<file path="src/rtl/core/stt_pkg.sv">
// Shared types and constants for the source text tokenizer.
`timescale 1ns / 1ps
`default_nettype none

package stt_pkg;

    localparam int POSITION_BITS_DEFAULT = 16;
    localparam int TOKEN_FIFO_DEPTH      = 4;

    typedef enum logic [2:0] {
        KIND_IDENT  = 3'd0,
        KIND_NUMBER = 3'd1,
        KIND_SYMBOL = 3'd2,
        KIND_FUNC   = 3'd3,
        KIND_END    = 3'd4
    } kind_t;

    typedef enum logic [1:0] {
        MODE_IDLE   = 2'd0,
        MODE_IDENT  = 2'd1,
        MODE_NUMBER = 2'd2
    } mode_t;

    typedef struct packed {
        kind_t       kind;
        logic [15:0] start;
        logic [15:0] length;
        logic [15:0] line;
        logic        last;
    } token_t;

    // Tokens produced by one byte, slot 0 first; count is 0, 1 or 2.
    typedef struct packed {
        token_t     tok0;
        token_t     tok1;
        logic [1:0] count;
    } scan_out_t;

endpackage

`default_nettype wire

</file>
<file path="src/rtl/core/stt_scan.sv">
// Scanner state and per-byte token formation.
`timescale 1ns / 1ps
`default_nettype none

module stt_scan #(
    parameter int POSITION_BITS = stt_pkg::POSITION_BITS_DEFAULT
) (
    input  wire logic              clk,
    input  wire logic              rst_n,
    input  wire logic              proc_en,
    input  wire logic [7:0]        text_byte,
    output stt_pkg::scan_out_t     result
);

    localparam int POS_W = (POSITION_BITS < 16) ? POSITION_BITS : 16;

    localparam logic [2:0] KW_NONE = 3'd0;
    localparam logic [2:0] KW_F    = 3'd1;
    localparam logic [2:0] KW_FU   = 3'd2;
    localparam logic [2:0] KW_FUN  = 3'd3;
    localparam logic [2:0] KW_FUNC = 3'd4;
    localparam logic [2:0] KW_DEAD = 3'd7;

    localparam logic [7:0] CH_NUL   = 8'h00;
    localparam logic [7:0] CH_TAB   = 8'h09;
    localparam logic [7:0] CH_LF    = 8'h0A;
    localparam logic [7:0] CH_CR    = 8'h0D;
    localparam logic [7:0] CH_SPACE = 8'h20;
    localparam logic [7:0] CH_UNDER = 8'h5F;

    function automatic logic is_letter(input logic [7:0] c);
        return (c >= 8'h41 && c <= 8'h5A) || (c >= 8'h61 && c <= 8'h7A);
    endfunction

    function automatic logic is_digit(input logic [7:0] c);
        return c >= 8'h30 && c <= 8'h39;
    endfunction

    function automatic logic [2:0] kw_step(input logic [2:0] prog, input logic [7:0] c);
        if (prog == KW_F && c == 8'h75)
            return KW_FU;
        if (prog == KW_FU && c == 8'h6E)
            return KW_FUN;
        if (prog == KW_FUN && c == 8'h63)
            return KW_FUNC;
        return KW_DEAD;
    endfunction

    stt_pkg::mode_t mode_reg, mode_next;
    logic [POS_W-1:0] word_start_reg, word_start_next;
    logic [POS_W-1:0] pos_reg, pos_next;
    logic [15:0]      line_reg, line_next;
    logic [15:0]      word_len_reg, word_len_next;
    logic [2:0]       kw_reg, kw_next;

    always_ff @(posedge clk or negedge rst_n)
    begin
        if (!rst_n)
        begin
            mode_reg       <= stt_pkg::MODE_IDLE;
            word_start_reg <= '0;
            pos_reg        <= '0;
            line_reg       <= 16'd1;
            word_len_reg   <= '0;
            kw_reg         <= KW_NONE;
        end
        else if (proc_en)
        begin
            mode_reg       <= mode_next;
            word_start_reg <= word_start_next;
            pos_reg        <= pos_next;
            line_reg       <= line_next;
            word_len_reg   <= word_len_next;
            kw_reg         <= kw_next;
        end
    end

    logic           cont;
    logic           have_word;
    stt_pkg::token_t word_tok;
    stt_pkg::token_t char_tok;
    logic           have_char;
    logic [POS_W-1:0] pos_inc;

    always_comb
    begin
        mode_next       = mode_reg;
        word_start_next = word_start_reg;
        line_next       = line_reg;
        word_len_next   = word_len_reg;
        kw_next         = kw_reg;
        pos_inc         = (pos_reg != {POS_W{1'b1}}) ? pos_reg + POS_W'(1) : pos_reg;
        pos_next        = pos_inc;

        case (mode_reg)
            stt_pkg::MODE_IDENT:  cont = is_letter(text_byte) || is_digit(text_byte)
                                         || text_byte == CH_UNDER;
            stt_pkg::MODE_NUMBER: cont = is_digit(text_byte);
            default:              cont = 1'b0;
        endcase

        have_word       = (mode_reg != stt_pkg::MODE_IDLE) && !cont;
        word_tok.kind   = (mode_reg == stt_pkg::MODE_NUMBER) ? stt_pkg::KIND_NUMBER
                        : (kw_reg == KW_FUNC) ? stt_pkg::KIND_FUNC : stt_pkg::KIND_IDENT;
        word_tok.start  = 16'(word_start_reg);
        word_tok.length = word_len_reg;
        word_tok.line   = line_reg;
        word_tok.last   = 1'b0;

        have_char       = 1'b0;
        char_tok.kind   = stt_pkg::KIND_SYMBOL;
        char_tok.start  = 16'(pos_reg);
        char_tok.length = 16'd1;
        char_tok.line   = line_reg;
        char_tok.last   = 1'b1;

        if (cont)
        begin
            if (word_len_reg != 16'hFFFF)
                word_len_next = word_len_reg + 16'd1;
            if (mode_reg == stt_pkg::MODE_IDENT)
                kw_next = kw_step(kw_reg, text_byte);
        end
        else
        begin
            mode_next     = stt_pkg::MODE_IDLE;
            kw_next       = KW_NONE;
            word_len_next = '0;
            if (text_byte == CH_NUL)
            begin
                have_char       = 1'b1;
                char_tok.kind   = stt_pkg::KIND_END;
                char_tok.length = 16'd0;
                // end of text: return every register to its reset value
                word_start_next = '0;
                pos_next        = '0;
                line_next       = 16'd1;
            end
            else if (text_byte == CH_SPACE || text_byte == CH_TAB || text_byte == CH_CR)
            begin
                have_char = 1'b0;
            end
            else if (text_byte == CH_LF)
            begin
                if (line_reg != 16'hFFFF)
                    line_next = line_reg + 16'd1;
            end
            else if (is_letter(text_byte) || text_byte == CH_UNDER)
            begin
                mode_next       = stt_pkg::MODE_IDENT;
                word_start_next = pos_reg;
                word_len_next   = 16'd1;
                kw_next         = (text_byte == 8'h66) ? KW_F : KW_DEAD;
            end
            else if (is_digit(text_byte))
            begin
                mode_next       = stt_pkg::MODE_NUMBER;
                word_start_next = pos_reg;
                word_len_next   = 16'd1;
            end
            else
            begin
                have_char = 1'b1;
            end
        end

        // word token goes first; the last flag marks the final token
        result.tok1 = char_tok;
        if (have_word)
        begin
            result.tok0      = word_tok;
            result.tok0.last = !have_char;
            result.count     = have_char ? 2'd2 : 2'd1;
        end
        else
        begin
            result.tok0  = char_tok;
            result.count = have_char ? 2'd1 : 2'd0;
        end
    end

endmodule

`default_nettype wire

</file>
<file path="src/rtl/core/stt_token_fifo.sv">
// Small token queue that takes up to two tokens per cycle and hands out one.
`timescale 1ns / 1ps
`default_nettype none

module stt_token_fifo (
    input  wire logic               clk,
    input  wire logic               rst_n,
    input  wire stt_pkg::scan_out_t push,
    input  wire logic               pop,
    output stt_pkg::token_t         head,
    output logic                    not_empty,
    output logic [$clog2(stt_pkg::TOKEN_FIFO_DEPTH+1)-1:0] level
);

    localparam int DEPTH = stt_pkg::TOKEN_FIFO_DEPTH;
    localparam int PTR_W = $clog2(DEPTH);
    localparam int CNT_W = $clog2(DEPTH + 1);

    stt_pkg::token_t mem [DEPTH];
    logic [PTR_W-1:0] wr_ptr_reg, wr_ptr_next;
    logic [PTR_W-1:0] rd_ptr_reg, rd_ptr_next;
    logic [CNT_W-1:0] count_reg, count_next;
    logic [PTR_W-1:0] wr_ptr_plus1;

    assign wr_ptr_plus1 = wr_ptr_reg + PTR_W'(1);

    always_comb
    begin
        wr_ptr_next = wr_ptr_reg + PTR_W'(push.count);
        rd_ptr_next = pop ? rd_ptr_reg + PTR_W'(1) : rd_ptr_reg;
        count_next  = count_reg + CNT_W'(push.count) - CNT_W'(pop);
    end

    always_ff @(posedge clk)
    begin
        if (push.count != 2'd0)
            mem[wr_ptr_reg] <= push.tok0;
        if (push.count == 2'd2)
            mem[wr_ptr_plus1] <= push.tok1;
    end

    always_ff @(posedge clk or negedge rst_n)
    begin
        if (!rst_n)
        begin
            wr_ptr_reg <= '0;
            rd_ptr_reg <= '0;
            count_reg  <= '0;
        end
        else
        begin
            wr_ptr_reg <= wr_ptr_next;
            rd_ptr_reg <= rd_ptr_next;
            count_reg  <= count_next;
        end
    end

    assign head      = mem[rd_ptr_reg];
    assign not_empty = count_reg != '0;
    assign level     = count_reg;

endmodule

`default_nettype wire

</file>
<file path="src/rtl/core/source_text_tokenizer.sv">
// Top level of the streaming source text tokenizer.
`timescale 1ns / 1ps
`default_nettype none

// Streaming lexer: one text byte per input transaction, tokens out as output
// transactions. Whitespace (space, tab, CR, LF) is dropped and LF advances the
// line count; letters, underscore and digits form identifiers (the spelling
// "func" is reported as a keyword), digit runs form numbers, and every other
// nonzero byte is a one-byte symbol. A zero byte emits an end token and
// returns the scanner to its reset state. Each token carries kind, start
// offset, length and line; tlast marks the final token caused by one byte.
// Throughput is one byte per cycle while the input is not held off: the byte
// sits in an input register, the combinational scanner forms its tokens and
// writes them into a four-entry token queue. The input holds off only while
// the queue has fewer than two free entries, so a byte that ends a word and
// is itself a symbol or the end mark (two tokens) can make the input hold off.
module source_text_tokenizer #(
    parameter int POSITION_BITS = stt_pkg::POSITION_BITS_DEFAULT
) (
    input  wire logic        clk,
    input  wire logic        rst_n,
    input  wire logic        s_axis_tvalid,
    output logic             s_axis_tready,
    input  wire logic [7:0]  s_axis_tdata,   // [7:0] text_byte
    output logic             m_axis_tvalid,
    input  wire logic        m_axis_tready,
    output logic [47:0]      m_axis_tdata,   // [15:0] token_start, [31:16] token_length,
                                             // [47:32] line_number
    output logic [2:0]       m_axis_tuser,   // [2:0] token_kind
    output logic             m_axis_tlast    // last_of_run
);

    localparam int CNT_W = $clog2(stt_pkg::TOKEN_FIFO_DEPTH + 1);

    // Input register: one byte waiting for the scanner.
    logic       in_valid_reg;
    logic [7:0] in_byte_reg;
    logic       in_accept;
    logic       proc_en;

    stt_pkg::scan_out_t scan_result;
    stt_pkg::scan_out_t push;
    stt_pkg::token_t    head;
    logic               not_empty;
    logic [CNT_W-1:0]   level;
    logic               pop;

    // Advance the scanner only when the queue can take two tokens.
    assign proc_en       = in_valid_reg
                           && (level <= CNT_W'(stt_pkg::TOKEN_FIFO_DEPTH - 2));
    assign s_axis_tready = !in_valid_reg || proc_en;
    assign in_accept     = s_axis_tvalid && s_axis_tready;

    always_ff @(posedge clk or negedge rst_n)
    begin
        if (!rst_n)
            in_valid_reg <= 1'b0;
        else if (in_accept)
            in_valid_reg <= 1'b1;
        else if (proc_en)
            in_valid_reg <= 1'b0;
    end

    // Payload holds while the byte waits; no reset needed.
    always_ff @(posedge clk)
    begin
        if (in_accept)
            in_byte_reg <= s_axis_tdata;
    end

    stt_scan #(
        .POSITION_BITS (POSITION_BITS)
    ) u_scan (
        .clk       (clk),
        .rst_n     (rst_n),
        .proc_en   (proc_en),
        .text_byte (in_byte_reg),
        .result    (scan_result)
    );

    // Drop the scanner's tokens unless this cycle really processes a byte.
    always_comb
    begin
        push = scan_result;
        if (!proc_en)
            push.count = 2'd0;
    end

    assign pop = not_empty && m_axis_tready;

    stt_token_fifo u_fifo (
        .clk       (clk),
        .rst_n     (rst_n),
        .push      (push),
        .pop       (pop),
        .head      (head),
        .not_empty (not_empty),
        .level     (level)
    );

    assign m_axis_tvalid = not_empty;
    assign m_axis_tdata  = {head.line, head.length, head.start};
    assign m_axis_tuser  = head.kind;
    assign m_axis_tlast  = head.last;

    // The queue never holds more entries than it has.
    assert property (@(posedge clk) disable iff (!rst_n)
        level <= CNT_W'(stt_pkg::TOKEN_FIFO_DEPTH))
        else $error("token queue overflow");

    // An end token is always the final token of its byte.
    assert property (@(posedge clk) disable iff (!rst_n)
        (m_axis_tvalid && m_axis_tuser == stt_pkg::KIND_END) |-> m_axis_tlast)
        else $error("end token without tlast");

    // A byte that is not processed stays in the input register unchanged.
    assert property (@(posedge clk) disable iff (!rst_n)
        (in_valid_reg && !proc_en) |=> (in_valid_reg && $stable(in_byte_reg)))
        else $error("pending byte lost");

    // An accepted byte is always held for the scanner in the next cycle.
    assert property (@(posedge clk) disable iff (!rst_n)
        in_accept |=> in_valid_reg)
        else $error("accepted byte not registered");

endmodule

`default_nettype wire
</file>
<file path="config.mk">
export PLATFORM = sky130hd
export DESIGN_NAME = source_text_tokenizer
export DESIGN_NICKNAME = d
export VERILOG_FILES = /design/src/rtl/core/stt_pkg.sv /design/src/rtl/core/stt_scan.sv /design/src/rtl/core/stt_token_fifo.sv /design/src/rtl/core/source_text_tokenizer.sv
export SDC_FILE = /design/constraint.sdc
export NUM_CORES = 1
export LEC_CHECK = 0
export ABC_AREA = 1
export BUFFER_PORTS_ARGS = -buffer_cell sky130_fd_sc_hd__buf_2
export CAP_MARGIN = 20
export CORE_MARGIN = 2
export CORE_UTILIZATION = 35
export CTS_CLUSTER_DIAMETER = 200
export CTS_CLUSTER_SIZE = 40
export DETAILED_ROUTE_END_ITERATION = 16
export GPL_ROUTABILITY_DRIVEN = 0
export PLACE_DENSITY_LB_ADDON = 0.2
export SLEW_MARGIN = 5
export SYNTH_ARGS = -nofsm -noshare
export SYNTH_HDL_FRONTEND = slang
export SYNTH_SLANG_ARGS = --single-unit
export TNS_END_PERCENT = 5
</file>
<file path="constraint.sdc">
create_clock -name clk -period 3.2 [get_ports clk]
set_input_delay 0.16 -clock clk [delete_from_list [all_inputs] [get_ports clk]]
set_output_delay 0.16 -clock clk [all_outputs]
set_load 0.01 [all_outputs]
</file>
-- Word level (Yosys, flattened, before mapping)
Memory sizes are Yosys's and may differ from the RTL's.
Index checks and enable logic that the tools add are counted.
- bits in registers: 85
- bits in writable memories: 208
- input port bits: 12
- output and inout port bits: 54
- logic and storage cells: 157
- memories: 1
- add/sub/neg operators: 8
- magnitude comparators: 7
- equality and inequality tests: 23
- mux-type cells: 73
- bitwise gates (word level): 1
- reductions and logical operators: 33
- memories (name ; depth ; width ; read ports ; clocked after memory_dff ; write ports ; RTL line ; text):
    u_fifo.mem ; 4 ; 52 ; 1 ; 0 ; 2 ; stt_token_fifo.sv:19 ; stt_pkg::token_t mem [DEPTH];
- operators with widths (operator ; number):
    $mux W16 ; 19
    $mux W52 ; 1
    $add A16 B1 Y16 const B ; 3
    $mux W3 ; 16
    $ne A16 B16 Y1 const B ; 3
    $eq A8 B7 Y1 const B ; 5
    $mux W1 ; 27
    $eq A8 B4 Y1 const B ; 3
    $mux W2 ; 9
    $ge A8 B7 Y1 const B ; 2
    $le A8 B7 Y1 const B ; 2
    $logic_and A1 B1 Y1 ; 10
    $reduce_and A5 Y1 ; 2
    $reduce_bool A2 Y1 ; 5
    $eq A8 B6 Y1 const B ; 1
    $ge A8 B6 Y1 const B ; 1
    $le A8 B6 Y1 const B ; 1
    $logic_not A8 Y1 ; 1
    $logic_or A1 B1 Y1 ; 7
    $eq A3 B2 Y1 const B ; 2
    $reduce_and A2 Y1 ; 3
    $reduce_bool A3 Y1 ; 2
    $add A2 B1 Y2 const B ; 2
    $eq A2 B2 Y1 const B ; 2
    12 further kinds ; 16

-- Logic depth before layout (Yosys ltp)
Gate-level depths: netlist of run 1.
- word-level depth: 19
- mapped depth: 22
- mapped depth without buffers: 20

-- Modules after synthesis
Synthesis of run 1 repeated with hierarchy kept, for this count alone.
- cell total of the unflattened synthesis: 2285
- area, all modules: 17307.8 um^2
- modules (own cells, without submodules) (module ; instances ; cells each ; area an instance (um^2) ; sequential area each (um^2)):
    stt_token_fifo ; 1 ; 1505 ; 11893.9 ; 6421.2
    stt_scan ; 1 ; 756 ; 5089.9 ; 1727.9
    source_text_tokenizer ; 1 ; 24 ; 324.1 ; 265.3

-- Least setup slack after synthesis of run 1
OpenSTA, ideal clock, no wires.
- path kind: register to register
- start: reg in_byte_reg[1]
- end: mem u_fifo.mem[1][7] (netlist bit), data pin
- setup time: 0.259 ns
- arrival: 3.247 ns
- data required time: 2.941 ns
- setup slack: -0.306 ns
- cell stages (with the launch flop): 16
- buffers on the path: 2
- period minus slack after synthesis: 3.506 ns
- path through: edfxtp_1 > o21ai_1 > nand3_1 > a21oi_4 > nand2_4 > nand2_8 > buf_12 > inv_4 > ha_1 > o21ai_2 > inv_1 > nand2_1 > nand2_1 > inv_2 > buf_2 > nor2_1
- RTL lines (what ; RTL line ; text):
    from (decl) ; source_text_tokenizer.sv:37 ; logic [7:0] in_byte_reg;
    from (signal assigned) ; source_text_tokenizer.sv:68 ; in_byte_reg <= s_axis_tdata;
    to (decl) ; stt_token_fifo.sv:19 ;

==> results of run 1 <==
[routing by layer]
metal  global-route usage, %  vias up
met1                    26.5     5675
met2                    33.0      304
li1                        -     5872
met4                    4.06        0
met5                       0        -
met3                    1.61       38
[worst min path at each step]
stage	startpoint	to	slack, ps
after floorplan	rst_n	in_valid_reg	-140
after global placement	rst_n	u_scan.kw_reg[1]	250
after detailed placement	rst_n	u_scan.kw_reg[1]	250
after CTS	m_axis_tready	u_fifo.rd_ptr_reg[0]	20
after global routing	m_axis_tready	u_fifo.rd_ptr_reg[0]	80
final	m_axis_tready	u_fifo.rd_ptr_reg[0]	20
[where the power goes]
part           internal (mW)  switching (mW)
combinational           1.73            4.14
clock                  0.672            1.21
sequential              4.60           0.354
[timing repair]
item                                    4_1_cts  5_1_grt
hold endpoints to repair                     53        0
endpoints found under the setup margin        0        0
hold buffers                                 10        0
[cell type report]
type / count / area [um^2]
clock buffer: 16 / 294
clock inverter: 1 / 30.0
fill: 4186 / 25600
inverter: 114 / 432
multi-input combinational: 1255 / 6090
sequential: 293 / 7740
tap: 539 / 674
timing repair buffer: 118 / 876
[through the flow]
stage	instance area, um^2	util, %	power (mW)	hold slack [ps]
2_1_floorplan	14700	-	8.73	-136
3_3_place_gp	15700	37.6	10.9	249
3_5_place_dp	15700	37.6	11.0	245
4_1_cts	16100	38.6	12.8	24.6
5_1_grt	16100	38.6	13.6	80.0
6_report	16100	38.6	12.7	22.0
[cell usage in the layout (no fill, tap or decap), types with 2 or more instances in the layout]
cell,count
nand3b_2,15
nand3b_1,3
nor2_4,11
o22ai_1,52
nor3_1,28
nand3_1,143
nand2_1,472
buf_4,34
edfxtp_1,148
xor2_1,30
clkbuf_16,11
buf_2,64
dlygate4sd3_1,10
clkinv_1,3
o21ai_1,16
o21ai_0,154
nand3_2,2
dfrtp_1,74
inv_1,100
nor3_4,2
nor2_1,240
dfxtp_1,68
o31ai_1,2
o21ai_2,5
xnor2_1,2
ha_1,11
nand4_1,21
nand2_4,14
inv_2,9
nand2_2,11
nor2_2,5
buf_12,10
clkbuf_1,5
a21oi_1,3
[cells by family (layout without fill, tap and decap cells)]
family / after synthesis / in the layout / share of synthesized area [%]
simple gates: 971 / 971 / 29.3
buf+inv: 211 / 249 / 6.18
fa+ha+maj: 12 / 12 / 1.07
xor+xnor: 32 / 32 / 1.90
compound gates: 240 / 240 / 9.00
flops: 293 / 293 / 52.5
[worst max-delay path, cell delays in order, from the launching register on]
cell,delay [ps]
edfxtp_1,500
nor2_1,220
nand4_1,100
o311ai_0,420
nor2_1,90
ha_1,330
inv_1,90
nand2_2,100
inv_1,90
nand2_1,80
nand2_2,80
buf_4,500
==> results.env, run 1 <==
FINALWORSTPATHREQUIREDPERIOD_PS=2980
DRV.MAX_CAP_VIOLATION_COUNT=0
SYN_AREA_UM2=14700
WORSTPATHREQUIRED_PS=3370
UNREPAIRED_SETUP_ENDPOINTS_AFTER_GLOBAL_ROUTING='false'
FINALHOLDVIOLCOUNT=0
FF2FF_PATH_DEPTH=11
NATURE_OF_THE_CRITICAL_PATH_ENDPOINT='register'
CP-START-KIND='register'
POSTCTSSETUPBUFFERS=0
P_PER_AREA_nW_PER_UM2=787
TOTALNEGATIVESETUPSLACK_PS=0
MAX_SLEW_MARGIN_PCT=42.0
WL_MET3_UM=1830
MAX_FLOP_REGISTER='u_fifo.mem'
FIRST_GLOBAL_VIAS=11800
TIMING_WORST_SLEW_PIN_VALUE_PS=870
IO_PINS=66
HOLD_CLASS='in -> reg'
DRV_SLEW=0
SYNTH_EDF_COUNT=148
SYNTH.AREA.TOP_CELLS='edfxtp_1 (30%), dfrtp_1 (13%), nand2_1 (12%), dfxtp_1 (9.2%), nor2_1 (6.1%)'
RR_STARTPOINT='in_byte_reg[1]'
MAX_FREQ_MHz=336
PROPORTION_OF_REGISTER_BITS_WITH_ASYNCHRONOUS_SET_OR_RESET_AFTER_SYNTHESIS_PCT=26.3
DETAIL_ROUTE.ITER0.VIOLATIONS=995
TIMING.SETUP.CRITICAL_PATH_CLASS='reg -> reg'
LEAKAGE_nW=6.71
PLACEMENT.SETUP.WORST_SLACK_PS=219
DIE_W_UM=209
SYNTH_FF_TYPE='edfxtp_1'
SYNTH-SEQ-CELLS=293
NUMPLACEDINSTANCES=2309
REG2REG_TO='u_fifo.mem[1][11]'
IO_BUFFER_COUNT=65
DETAIL_ROUTE.WIRELENGTH.MET1_UM=19300
MOST_FREQUENT_CELLS_AFTER_SYNTHESIS='nand2_1 (474), nor2_1 (240), o21ai_0 (154)'
ROUTED_VIA_DENSITY=5.09
LARGEST_REGISTER_FF_COUNT=208
CLOCK_SKEWS_PS=51.2
ROOT_BUFFER='clkbuf_16'
CLOCK_TREE_SINKS=293
GLOBAL_ROUTE.USAGE.TOTAL_PCT=19.2
GLOBAL_ROUTE.OVERFLOW_TOTAL=0
NUM_ROWS=75
CLKSLEWWORSTSETUPHOLDPATHS_PS=160
YOSYS.AREA.TOP_TYPE='edfxtp_1'
POST_CTS.RESIZED_INSTANCES=0
DRIVE_ABOVE_1_SHARE_PCT=11.4
VIA_COUNT=11900
SEQ_AREA_FRAC_SYNTH_PCT=52.5
NUMBER_OF_REMAINING_DRC_ERRORS=0
REGTOREGSETUPSLACK_PS=220
YOSYSWARNINGS=0
IRDROPWORSTVDD_mV=0.553
SYN-INSTANCE-COUNT=1759
ANTENNA_CELLS_INSERTED=0
FINAL_MIN_PERIOD_OVER_CLOCK_PERIOD_PCT=93.0
FINAL.SETUP.WORST_SLACK_PS=224
SYNTH_TOP_AREA_SHARE_PCT=30.2
DETAIL_ROUTE_ANTENNA_NETS=0
FP.COREAREA_UM2=41800
GLOBAL_ROUTE_WIRE_LENGTH_BEFORE_REPAIR_UM=66500
POST-DP-HPWL_UM=25500
AREA_GROWTH_FROM_SYNTHESIS_TO_FINAL_LAYOUT_PCT=9.55
YOSYSMOSTFREQUENTCELL='nand2_1'
SYNTH.AVG_CELL_AREA_UM2=8.37
CRIT_PATH_END='u_fifo.mem[1][11]'
DIE_HEIGHT_UM=209
MET2ROUTEDLENGTH_UM=19700
HIGHEST-SIGNAL-LAYER='met4'
ANTENNA_VIOLATIONS_BEFORE_REPAIR=0
TRITONCTS.NUM_BUFFERS=11
DIE_AREA_UM2=43700
HOLD_PATH_DEPTH=4
OUTCOME='finished clean'
FINAL_SETUP_VIO_COUNT=0
YOSYS.CELL_TYPES.COUNT=50
ROUTE.FINAL.WIRE_LENGTH_UM=41500
LAYOUT.CELLS.NON_FILLER=2336
WORST_EP_ARRIVAL_TIME_PS=3140
CLOCK_TREE_FROM_TRITONCTS='done'
PIN_COUNT_OF_THE_BIGGEST_NET_ENTERING_GLOBAL_ROUTING=54
CLOCKBUFFERDEPTH=3
CRIT_PATH_START='in_byte_reg[1]'
CTSHTREEMAXLEVEL=1
FIN_NETS=1817
DRT_PASS1_ITERATIONS=5
CRITICAL_PATH_PEAK_FANOUT=36
INITIAL_CORE_UTIL_PCT=35.3
CLKLATENCYLATEPIN_PS=520
SYNTH_FP_NETS=1783
WIRE_LENGTH_PER_CELL_AFTER_DETAILED_ROUTING_UM=17.8
Power figures use the tool's default switching activity.
==> run 2: changes to the inputs <==
==> constraint.sdc (replaced) <==
create_clock -name clk -period 3.1 [get_ports clk]
set_input_delay 0.155 -clock clk [delete_from_list [all_inputs] [get_ports clk]]
set_output_delay 0.155 -clock clk [all_outputs]
set_load 0.01 [all_outputs]
==> run 2 against run 1 <==
- clock power is 3% higher
- sequential share of layout area decreased by 0.071 points
- count of clock-buffer cells in the layout is the same
- maximum frequency rose by 1.7%
- flip-flop and latch count is the same
- first-iteration DRC count fell by 0.30%
- via count is 0.45% lower
- setup slack got worse by 51 ps
- combinational power rose by 1%
- global-route usage down 0.48 points
- power up 2.6%
- die area unchanged
==> results.env, run 2 (synthesized netlist as in run 1, its figures left out) <==
DESIGN_AREA_UM2=16200
FINAL_MIN_PERIOD_OVER_CLOCK_PERIOD_PCT=94.4
NATURE_OF_THE_CRITICAL_PATH_ENDPOINT='register'
INITIAL_CORE_UTIL_PCT=35.3
DIE_AREA_UM2=43700
NUMBER_OF_REMAINING_DRC_ERRORS=0
FINAL_COMMON_CELL='nand2_1'
DETAILED_PLACE.AREA_UM2=15700
FINALWORSTPATHREQUIREDPERIOD_PS=2930
FINALHOLDVIOLCOUNT=0
WORST_EP_ARRIVAL_TIME_PS=3350
TIMING_WORST_SLEW_PIN_VALUE_PS=869
DRV_SLEW=0
POWER.CLOCK.FRACTION_PCT=14.8
CP-START-KIND='register'
FIN_NETS=1818
CP_CELL_SEQUENCE='nor2_1 > nand3_1 > nand2_1 > nand2_1 > nand2_1 > nand2_4 > nor2_1 > ha_4 > inv_1 > nor2_4 > inv_1 > ha_1 > inv_1 > fa_1 > xnor2_1'
WORSTPATHREQUIRED_PS=3520
DIE_W_UM=209
CLKSLEWWORSTSETUPHOLDPATHS_PS=150
MAX_FLOP_REGISTER='u_fifo.mem'
HOLD_CLASS='in -> reg'
DRV.MAX_CAP_VIOLATION_COUNT=0
CRIT_SLOWEST_CELL='edfxtp_1'
FF2FF_PATH_DEPTH=15
CLOCK_SKEWS_PS=55.2
OUTCOME='finished clean'
HOLD_PATH_DEPTH=4
CLOCK_TREE_FROM_TRITONCTS='done'
DETAIL_ROUTE.ITER0.VIOLATIONS=992
MAX_SLEW_MARGIN_PCT=42.0
POWER.SHARE.COMBINATIONAL_PCT=45.5
LAYOUT_COMMON_CELLS='nand2_1 (472), nor2_1 (240), o21ai_0 (154)'
GLOBAL_ROUTE_WIRE_LENGTH_BEFORE_REPAIR_UM=65300
NUM_ROWS=75
ROOT_BUFFER='clkbuf_16'
TIMING.SETUP.CRITICAL_PATH_CLASS='reg -> reg'
LONGEST_INDIVIDUAL_STAGE_DELAY_ON_THE_WORST_PATH_PS=530
NETSWITCHINGFRACTION_PCT=44.4
POWER_FRAC_SEQ_PCT=39.6
FIRST_GLOBAL_VIAS=11700
CLKLATENCYLATEPIN_PS=520
IO_BUFFER_COUNT=65
UNREPAIRED_SETUP_ENDPOINTS_AFTER_GLOBAL_ROUTING='false'
ROUTED_VIA_DENSITY=5.06
DETAIL_ROUTE_ANTENNA_NETS=0
PLACEMENT.SETUP.WORST_SLACK_PS=202
CLOCK_TREE_SINKS=293
LARGEST_REGISTER_FF_COUNT=208
DRT_PASS1_ITERATIONS=7
CTSHTREEMAXLEVEL=1
WIRE_LENGTH_PER_CELL_AFTER_DETAILED_ROUTING_UM=17.3
N_FILL_CELL=4188
P_SWITCHING_mW=5.78
ROUTE.FINAL.WIRE_LENGTH_UM=40500
IRDROPWORSTVDD_mV=0.586
AREA_GROWTH_FROM_SYNTHESIS_TO_FINAL_LAYOUT_PCT=9.71
LEAKAGE_nW=6.68
CLOCKBUFFERDEPTH=3
CRITICAL_PATH_PEAK_FANOUT=8
FP.COREAREA_UM2=41800
DRIVE_ABOVE_1_SHARE_PCT=11.8
VIA_COUNT=11800
FINAL_SETUP_VIO_COUNT=0
TRITONCTS.NUM_BUFFERS=11
POST-DP-HPWL_UM=26200
DIE_HEIGHT_UM=209
IO_PINS=66
PIN_COUNT_OF_THE_BIGGEST_NET_ENTERING_GLOBAL_ROUTING=53
GLOBAL_ROUTE.OVERFLOW_TOTAL=0
P_PER_AREA_nW_PER_UM2=807
GLOBAL_ROUTE.USAGE.TOTAL_PCT=18.7
CELL_INTERNAL_PWR_mW=7.25
ANTENNA_CELLS_INSERTED=0
ANTENNA_VIOLATIONS_BEFORE_REPAIR=0
FINAL.SETUP.WORST_SLACK_PS=173
MAX_FREQ_MHz=342
run 2: changes by cell type in the layout (fill, tap and decap cells not counted), moves of 2 or more:
cell and change:
inv_1 -2, clkinvlp_4 +2, buf_12 -3, nor2_2 -2, ha_1 -2, buf_4 +4
nor2_4 +2
run 2: through the flow:
stage / instances / TNS [ps] / hold slack, ps / power, mW / utilization, %
final: 2337 / 0 / 80.6 / 13.0 / 38.7
after global routing: 2337 / 0 / 121 / 13.9 / 38.7
after CTS: 2337 / 0 / 72.8 / 13.2 / 38.7
after detailed placement: 2310 / 0 / 267 / 11.2 / 37.7
after global placement: 2310 / 0 / 267 / 11.2 / 37.7
after floorplan: 1759 / -329 / -141 / 9.08 / -
run 2: per-layer routing:
metal | vias to the layer above | part of all wire [%] | track usage [%]
met2 | 295 | 47 | 31.4
met4 | 0 | 2.3 | 5.00
li1 | 5862 | - | -
met3 | 55 | 4.5 | 1.56
met1 | 5623 | 46 | 26.1
met5 | - | 0 | 0
run 2: worst max-delay path: cells and delay by family (launching register included):
family                     cells  cell delay [ps]
buffers and inverters          3              210
and+or+nand+nor                8             1010
DFF                            1              530
xor gates and xnor gates       1              140
adders and majority gates      3              930
run 2: power by group through the flow:
stage | registers [mW] | clock network, mW | logic, mW
final | 5.17 | 1.93 | 5.94
after global routing | 5.24 | 2.12 | 6.56
after CTS | 5.16 | 1.98 | 6.02
after detailed placement | 5.25 | 0 | 5.99
after global placement | 5.24 | 0 | 5.96
after floorplan | 5.01 | 0 | 4.07
run 2: path summary, 6_finish.rpt:
path	to	slack (ps)	start
max	u_fifo.level[2]	170	in_byte_reg[3]
min	u_fifo.rd_ptr_reg[0]	80	m_axis_tready
max reg2reg	u_fifo.level[2]	170	in_byte_reg[3]
min reg2reg	u_fifo.mem[2][24]	460	u_fifo.mem[2][24]
max in group asynchronous	u_scan.line_reg[0]	2080	rst_n
min in group asynchronous	u_scan.word_len_reg[1]	220	rst_n
run 2: layout make-up:
class | instances | area (um^2) | area share [%]
multi-input combinational | 1255 | 6130 | 38.0
timing repair buffer | 119 | 846 | 5.23
tap | 539 | 674 | 4.17
clock inverter | 1 | 30.0 | 0.186
inverter | 114 | 444 | 2.75
sequential | 293 | 7740 | 47.9
clock buffer | 16 | 294 | 1.82
run 2: repair_timing:
item | in CTS | in global routing
hold buffers | 10 | 0
setup endpoints to repair | 0 | 10
endpoints found under the hold margin | 56 | 0
gates resized for setup | 0 | 2
setup buffers | 0 | 0
